## config.mk

```make
export PLATFORM = sky130hd
export DESIGN_NAME = min_max_peak_pyramid
export DESIGN_NICKNAME = d
export VERILOG_FILES = /design/src/hw/rtl/mmpp_pkg.sv /design/src/hw/rtl/mmpp_core.sv /design/src/hw/rtl/mmpp_res_queue.sv /design/src/hw/rtl/min_max_peak_pyramid.sv
export SDC_FILE = /design/constraint.sdc
export NUM_CORES = 2
export LEC_CHECK = 0
export BUFFER_PORTS_ARGS = -buffer_cell sky130_fd_sc_hd__clkbuf_2
export CELL_PAD_IN_SITES_DETAIL_PLACEMENT = 2
export CELL_PAD_IN_SITES_GLOBAL_PLACEMENT = 2
export CORE_ASPECT_RATIO = 0.5
export CORE_UTILIZATION = 30
export CTS_CLUSTER_SIZE = 30
export DETAILED_ROUTE_END_ITERATION = 7
export GPL_TIMING_DRIVEN = 1
export PLACE_DENSITY = 0.69
export SYNTH_ARGS = -nofsm -noshare
export SYNTH_HDL_FRONTEND = slang
export SYNTH_HIERARCHICAL = 1
export SYNTH_SLANG_ARGS = --single-unit
```

## constraint.sdc

```tcl
create_clock -name clk_i -period 14.2 [get_ports clk_i]
set_input_delay 0.71 -clock clk_i [delete_from_list [all_inputs] [get_ports clk_i]]
set_output_delay 0.71 -clock clk_i [all_outputs]
set_load 0.05 [all_outputs]
```

## src/hw/rtl/mmpp_pkg.sv

```systemverilog
// Package for the min/max peak pyramid: request and result types,
// widths and pyramid constants. No dependencies.
`timescale 1ns / 1ps

package mmpp_pkg;

  localparam int unsigned SAMPLE_BITS = 16;
  localparam int unsigned INDEX_BITS  = 17;
  localparam int unsigned LEVEL_BITS  = 2;
  localparam int unsigned NUM_LEVELS  = 3;
  localparam int unsigned MAX_RESULTS = 6;
  localparam int unsigned COUNT_BITS  = 3;
  localparam int unsigned SLOT_BITS   = 3;

  typedef logic signed [SAMPLE_BITS-1:0] sample_t;
  typedef logic [INDEX_BITS-1:0]         index_t;
  typedef logic [COUNT_BITS-1:0]         count_t;

  typedef struct packed {
    sample_t sample_left;
    sample_t sample_right;
    logic    final_frame;
  } in_t;

  typedef struct packed {
    logic [LEVEL_BITS-1:0] level;
    index_t                entry_index;
    sample_t               min_left;
    sample_t               max_left;
    sample_t               min_right;
    sample_t               max_right;
    logic                  last_of_run;
  } out_t;

  typedef struct packed {
    sample_t min_l;
    sample_t max_l;
    sample_t min_r;
    sample_t max_r;
  } run_t;

  typedef struct packed {
    out_t [MAX_RESULTS-1:0] entry;
    count_t                 count;
  } res_set_t;

endpackage

```

## src/hw/rtl/mmpp_core.sv

```systemverilog
// Pyramid state and single-pass update: folds one request into the three
// levels and lists the entries it completes. Depends on mmpp_pkg.
`timescale 1ns / 1ps

module mmpp_core #(
  parameter int unsigned BLOCK_SIZE = 16
) (
  input  logic              clk_i,
  input  logic              rst_ni,
  input  logic              fire_i,
  input  mmpp_pkg::in_t     item_i,
  input  logic              stereo_i,
  output mmpp_pkg::res_set_t res_o
);

  localparam int unsigned FillW = $clog2(BLOCK_SIZE);
  localparam logic [FillW-1:0] FillLast = FillW'(BLOCK_SIZE - 1);
  localparam int unsigned NL = mmpp_pkg::NUM_LEVELS;

  mmpp_pkg::run_t   run_q  [NL];
  logic [FillW-1:0] fill_q [NL];
  mmpp_pkg::index_t idx_q  [NL];

  mmpp_pkg::run_t   smp;
  mmpp_pkg::run_t   s_d    [NL];
  mmpp_pkg::run_t   f_d    [NL];
  logic [FillW-1:0] fill_d [NL];
  mmpp_pkg::index_t idx_d  [NL];
  logic             full   [NL];
  mmpp_pkg::out_t   reg_e  [NL];
  mmpp_pkg::out_t   fin_e  [NL];
  mmpp_pkg::count_t n_reg;
  mmpp_pkg::count_t n_tot;

  function automatic mmpp_pkg::run_t absorb(mmpp_pkg::run_t cur, logic open,
                                            mmpp_pkg::run_t x);
    mmpp_pkg::run_t r;
    r = cur;
    if (open) begin
      r = x;
    end else begin
      if (x.min_l < cur.min_l) r.min_l = x.min_l;
      if (x.max_l > cur.max_l) r.max_l = x.max_l;
      if (x.min_r < cur.min_r) r.min_r = x.min_r;
      if (x.max_r > cur.max_r) r.max_r = x.max_r;
    end
    return r;
  endfunction

  function automatic mmpp_pkg::out_t make_entry(logic [mmpp_pkg::LEVEL_BITS-1:0] lvl,
                                                mmpp_pkg::index_t idx,
                                                mmpp_pkg::run_t v, logic st);
    mmpp_pkg::out_t e;
    e.level       = lvl;
    e.entry_index = idx;
    e.min_left    = v.min_l;
    e.max_left    = v.max_l;
    e.min_right   = st ? v.min_r : '0;
    e.max_right   = st ? v.max_r : '0;
    e.last_of_run = 1'b0;
    return e;
  endfunction

  always_comb begin
    smp.min_l = item_i.sample_left;
    smp.max_l = item_i.sample_left;
    smp.min_r = item_i.sample_right;
    smp.max_r = item_i.sample_right;

    // regular entries: level 0 first, carry upward while blocks fill
    full[0]   = (fill_q[0] == FillLast);
    s_d[0]    = absorb(run_q[0], fill_q[0] == '0, smp);
    fill_d[0] = full[0] ? '0 : fill_q[0] + 1'b1;
    for (int lvl = 1; lvl < NL; lvl++) begin
      full[lvl] = full[lvl-1] && (fill_q[lvl] == FillLast);
      s_d[lvl]  = full[lvl-1] ? absorb(run_q[lvl], fill_q[lvl] == '0, s_d[lvl-1])
                              : run_q[lvl];
      if (full[lvl]) begin
        fill_d[lvl] = '0;
      end else if (full[lvl-1]) begin
        fill_d[lvl] = fill_q[lvl] + 1'b1;
      end else begin
        fill_d[lvl] = fill_q[lvl];
      end
    end

    // flush entries: an empty level-0 block closes as all zero
    f_d[0] = (fill_d[0] == '0) ? '0 : s_d[0];
    for (int lvl = 1; lvl < NL; lvl++) begin
      f_d[lvl] = absorb(s_d[lvl], fill_d[lvl] == '0, f_d[lvl-1]);
    end

    n_reg = '0;
    for (int lvl = 0; lvl < NL; lvl++) begin
      idx_d[lvl] = idx_q[lvl] + mmpp_pkg::INDEX_BITS'(full[lvl]);
      n_reg      = n_reg + mmpp_pkg::COUNT_BITS'(full[lvl]);
      reg_e[lvl] = make_entry(mmpp_pkg::LEVEL_BITS'(lvl), idx_q[lvl], s_d[lvl], stereo_i);
      fin_e[lvl] = make_entry(mmpp_pkg::LEVEL_BITS'(lvl), idx_d[lvl], f_d[lvl], stereo_i);
    end
    n_tot = item_i.final_frame ? n_reg + mmpp_pkg::COUNT_BITS'(NL) : n_reg;

    res_o.count = n_tot;
    for (int k = 0; k < mmpp_pkg::MAX_RESULTS; k++) begin
      res_o.entry[k] = '0;
      for (int lvl = 0; lvl < NL; lvl++) begin
        if ((k == lvl) && (mmpp_pkg::COUNT_BITS'(lvl) < n_reg)) begin
          res_o.entry[k] = reg_e[lvl];
        end
        if (item_i.final_frame
            && (mmpp_pkg::COUNT_BITS'(k) == n_reg + mmpp_pkg::COUNT_BITS'(lvl))) begin
          res_o.entry[k] = fin_e[lvl];
        end
      end
      res_o.entry[k].last_of_run = (mmpp_pkg::COUNT_BITS'(k) + 1'b1 == n_tot);
    end
  end

  always_ff @(posedge clk_i or negedge rst_ni) begin
    if (!rst_ni) begin
      for (int lvl = 0; lvl < NL; lvl++) begin
        run_q[lvl]  <= '0;
        fill_q[lvl] <= '0;
        idx_q[lvl]  <= '0;
      end
    end else if (fire_i) begin
      for (int lvl = 0; lvl < NL; lvl++) begin
        if (item_i.final_frame) begin
          run_q[lvl]  <= '0;
          fill_q[lvl] <= '0;
          idx_q[lvl]  <= '0;
        end else begin
          run_q[lvl]  <= s_d[lvl];
          fill_q[lvl] <= fill_d[lvl];
          idx_q[lvl]  <= idx_d[lvl];
        end
      end
    end
  end

endmodule

```

## src/hw/rtl/mmpp_res_queue.sv

```systemverilog
// Result register bank: holds the entries of one request and drains them
// one per cycle, while out_stall_i is low, onto the output channel. Depends on mmpp_pkg.
`timescale 1ns / 1ps

module mmpp_res_queue (
  input  logic               clk_i,
  input  logic               rst_ni,
  input  logic               load_i,
  input  mmpp_pkg::res_set_t res_i,
  output logic               ready_o,
  output logic               out_valid_o,
  input  logic               out_stall_i,
  output mmpp_pkg::out_t     out_data_o
);

  mmpp_pkg::out_t   slot_q [mmpp_pkg::MAX_RESULTS];
  mmpp_pkg::count_t count_q;
  logic [mmpp_pkg::SLOT_BITS-1:0] rd_q;
  logic pop;

  assign out_valid_o = (count_q != '0);
  assign out_data_o  = slot_q[rd_q];
  assign pop         = out_valid_o && !out_stall_i;
  assign ready_o     = (count_q == '0) || ((count_q == mmpp_pkg::COUNT_BITS'(1)) && pop);

  always_ff @(posedge clk_i or negedge rst_ni) begin
    if (!rst_ni) begin
      count_q <= '0;
      rd_q    <= '0;
    end else if (load_i) begin
      count_q <= res_i.count;
      rd_q    <= '0;
    end else if (pop) begin
      count_q <= count_q - 1'b1;
      rd_q    <= rd_q + 1'b1;
    end
  end

  always_ff @(posedge clk_i) begin
    if (load_i) begin
      for (int k = 0; k < mmpp_pkg::MAX_RESULTS; k++) begin
        slot_q[k] <= res_i.entry[k];
      end
    end
  end

endmodule

```

## src/hw/rtl/min_max_peak_pyramid.sv

```systemverilog
// Top level of the min/max peak pyramid: request register, mode register,
// pyramid core and result bank. Depends on mmpp_pkg, mmpp_core, mmpp_res_queue.
//
// Usage: frames enter on in_valid_i/in_data_i and are taken when in_stall_o
// is low. Overview entries leave on out_valid_o/out_data_o and are taken
// when out_stall_i is low. cfg_we_i/cfg_wdata_i set the stereo mode.
// Order: a taken frame is held in the request register; once the bank has
// room it is folded into the pyramid and its entries are loaded into the
// result bank, from which its first entry is offered.
// Throughput: one frame per cycle while each frame yields at most one entry
// and out_stall_i is low; a frame that yields more entries (up to six on the
// last frame) holds the result bank until they drain, one entry per cycle while out_stall_i is low.
// Reset: all levels empty, indices zero, mono mode.
// Stall: a stalled output holds its entry; the request register then fills
// and in_stall_o rises until the bank has room.
`timescale 1ns / 1ps

module min_max_peak_pyramid #(
  parameter int unsigned BLOCK_SIZE = 16
) (
  input  logic           clk_i,
  input  logic           rst_ni,
  input  logic           in_valid_i,
  output logic           in_stall_o,
  input  mmpp_pkg::in_t  in_data_i,
  output logic           out_valid_o,
  input  logic           out_stall_i,
  output mmpp_pkg::out_t out_data_o,
  input  logic           cfg_we_i,
  input  logic           cfg_wdata_i
);

  logic               in_vld_q;
  mmpp_pkg::in_t      in_q;
  logic               stereo_q;
  logic               bank_ready;
  logic               fire;
  mmpp_pkg::res_set_t res_set;

  assign fire       = in_vld_q && bank_ready;
  assign in_stall_o = in_vld_q && !bank_ready;

  always_ff @(posedge clk_i or negedge rst_ni) begin
    if (!rst_ni) begin
      in_vld_q <= 1'b0;
      stereo_q <= 1'b0;
    end else begin
      if (!in_stall_o) begin
        in_vld_q <= in_valid_i;
      end
      if (cfg_we_i) begin
        stereo_q <= cfg_wdata_i;
      end
    end
  end

  always_ff @(posedge clk_i) begin
    if (in_valid_i && !in_stall_o) begin
      in_q <= in_data_i;
    end
  end

  mmpp_core #(
    .BLOCK_SIZE(BLOCK_SIZE)
  ) u_core (
    .clk_i   (clk_i),
    .rst_ni  (rst_ni),
    .fire_i  (fire),
    .item_i  (in_q),
    .stereo_i(stereo_q),
    .res_o   (res_set)
  );

  mmpp_res_queue u_queue (
    .clk_i      (clk_i),
    .rst_ni     (rst_ni),
    .load_i     (fire),
    .res_i      (res_set),
    .ready_o    (bank_ready),
    .out_valid_o(out_valid_o),
    .out_stall_i(out_stall_i),
    .out_data_o (out_data_o)
  );

endmodule
```

==> results.sh <==
export IMPL_fin_nets=5000
export IMPL_drt_initial_drc_count=2093
export IMPL_worstMarginPinSlew_ns=1.341
export IMPL_multi_input_area_um2=21430
export IMPL_syn_cell_area_um2=47320
export IMPL_via_count=37980
export IMPL_regArea_um2=22710
export IMPL_timing_final_crit_share=0.9433
export IMPL_startpoint_type="register"
export IMPL_synth_most_common_cell="edfxtp_1"
export IMPL_synth_enable_flop_cells=537
export IMPL_clk_pin_slew_ns=0.07
export IMPL_cp_arrival_ns=13.81
export IMPL_critPathMaxStageDelay_ns=0.80
export IMPL_cts_root_buffer="clkbuf_16"
export IMPL_max_freq_ghz=0.07465
export IMPL_ys_seq_elements=800
export IMPL_drc=0
export IMPL_setup_tns_ns=0
export IMPL_grt_max_degree=163
export IMPL_antenna_found_initial=10
export IMPL_ys_top_cells_by_count="537 x edfxtp_1, 496 x inv_1, 482 x o22ai_1"
export IMPL_slew_viol_final=0
export IMPL_tritoncts="done"
export IMPL_setup_viol=0
export IMPL_cts_buffer_depth=3
export IMPL_ant_nets=0
export IMPL_end_kind="register"
export IMPL_yosys_area_top_type_share=0.3408
export IMPL_cts_made_buffers=86
export IMPL_worstSkewPairLatency_ns=0.72
export IMPL_crit_path_frequent_cell="o21ai_0"
export IMPL_drive_gt1_frac=0.1134
export IMPL_vias_per_cell=5.590
export IMPL_nFillCells=16800
export IMPL_ys_flop_type="edfxtp_1"
export IMPL_design_core_area_um2=155700
export IMPL_path_class="reg2reg"
export IMPL_hpwl_mm=120.6
export IMPL_clock_skew_ns=0.02760
export IMPL_grt_pass1_wl_mm=266.2
export IMPL_grt_total_usage=0.2199
export IMPL_synth_area_per_cell_um2=10.31
export IMPL_ios=125
export IMPL_cp_slowest_cell="nand2_1"
export IMPL_cts_max_level=3
export IMPL_outcome="complete, no violations"
export IMPL_synth_cells=4590
export IMPL_min_path_type="in2async"
export IMPL_drv_cap=0
export IMPL_synthToLayoutAreaGrowth_pct=12.15
export IMPL_worstPathMaxFanout=18
export IMPL_cts_setup_buffers=0
export IMPL_io_buffer_count=124
export IMPL_seq_area_frac_synth=0.4799
export IMPL_overflow=0
export IMPL_min_period_ns=13.40
export IMPL_wl_mm=177.8
export IMPL_synth_top_area_cell="edfxtp_1"
export IMPL_rows=102
export IMPL_yosys_cell_types_count=90
export IMPL_rsz0062_at_grt="no"
export IMPL_worstPathRequired_ns=14.61
export IMPL_firstDrtPassIters=6
export IMPL_route_detailed_wl_per_inst_um=26.18
export IMPL_grt_pass1_vias=41460
export IMPL_maxSlewHeadroom=0.09473
export IMPL_place_gp_congestion=0.8790
export IMPL_synth_area_leaders="edfxtp_1 34%, dfrtp_1 14%, ha_1 8.6%"
export IMPL_initial_core_util=0.3039
export IMPL_synth_warnings=6
export IMPL_ctsHoldBuffers=0
export IMPL_hold_viol=0
export IMPL_die_area_um2=159400
export IMPL_fp_dieH_um=282.8
export IMPL_cts_sinks=800
export IMPL_die_width_um=563.7
export IMPL_ys_async_sr_fraction=0.3288
==> final timing paths <==
kind	from	to	slack, ns	cells past startpoint
setup reg to reg	in_q[26]$_DFFE_PP_	u_queue/slot_q[3][33]$_DFFE_PP_	0.80	46
setup / recovery	in_q[26]$_DFFE_PP_	u_queue/slot_q[3][33]$_DFFE_PP_	0.80	46
hold reg to reg	in_vld_q$_DFFE_PN0N_	in_vld_q$_DFFE_PN0N_	0.55	2
max in group asynchronous	rst_ni	u_queue/rd_q[1]$_DFFE_PN0P_	12.05	3
hold / removal	rst_ni	u_core/run_q[57]$_DFFE_PN0P_	0.05	1
min in group clk_i	in_data_i[24]	in_q[24]$_DFFE_PP_	0.17	1
==> layer usage <==
layer / vias to the layer above / track usage / wire (um)
li1: 17020 / - / -
met1: 20040 / 0.2889 / 81620
met2: 665 / 0.3770 / 85480
met3: 247 / 0.03006 / 5793
met4: 10 / 0.06540 / 4887
met5: - / 0 / 63
==> cell families after synthesis <==
kind of cell,synth area share
buf+inv,0.07678
fa+ha+maj,0.08620
compound gates,0.2041
flops,0.4799
other cells,0.00007925
simple gates,0.09725
xor+xnor,0.006848
mux,0.04886
==> cell type report <==
class | count | area share
inverter | 499 | 0.03529
clock inverter | 41 | 0.008299
clock buffer | 121 | 0.04729
tap | 2080 | 0.04904
antenna | 5 | 0.0002358
multi-input combinational | 3012 | 0.4037
timing repair buffer | 236 | 0.02820
sequential | 800 | 0.4279
==> stage by stage <==
stage / hold WS, ns / area, um2 / util / cells / setup WS (ns)
final: 0.04930 / 53070 / 0.3409 / 6794 / 0.8046
after detailed placement: 0.5416 / 50100 / 0.3218 / 6627 / 1.199
after floorplan: 0.4144 / 47570 / - / 4657 / 0.4978
after CTS: 0.07181 / 53050 / 0.3407 / 6789 / 1.052
after global placement: 0.5294 / 50100 / 0.3218 / 6627 / 1.598
after global routing: 0.09142 / 53070 / 0.3408 / 6792 / 0.1058
==> cell usage in the layout, fill, tap and decap left out, types with 68 or more instances in the layout <==
cell type,n
inv_1,496
a211oi_2,74
mux2i_1,201
a211oi_1,123
conb_1,68
ha_1,326
o21ai_0,160
clkbuf_2,123
o22ai_1,482
clkbuf_16,91
nor2_1,347
dfrtp_1,262
buf_4,110
a21o_1,72
nor3_1,72
nor2b_1,101
nand2_1,139
edfxtp_1,537
a21oi_1,227
==> critical path: cells and delay by family (launching register included) <==
kind / cells / cell delay [ns]
compound gates: 23 / 6.71
buf+inv: 6 / 1.66
flops: 1 / 0.45
simple gates: 13 / 2.73
fa+ha+maj: 4 / 1.46
==> repair_timing <==
| item | in CTS | in global routing |
|---|---|---|
| setup endpoints to repair | 0 | 7 |
| resized for setup | 0 | 1 |
| hold endpoints to repair | 0 | 0 |
==> sequential cells by signal, indices dropped and copies added, names as in the netlist, 3 cells and up <==
name,cells
in_q,33
u_core/fill_q,12
u_core/idx_q,51
u_core/run_q,192
u_queue/count_q,3
u_queue/rd_q,3
u_queue/slot_q,504
Power is left out: the tool's default activity adds up to more than one toggle a clock period on the data nets, which glitch-free logic cannot reach.
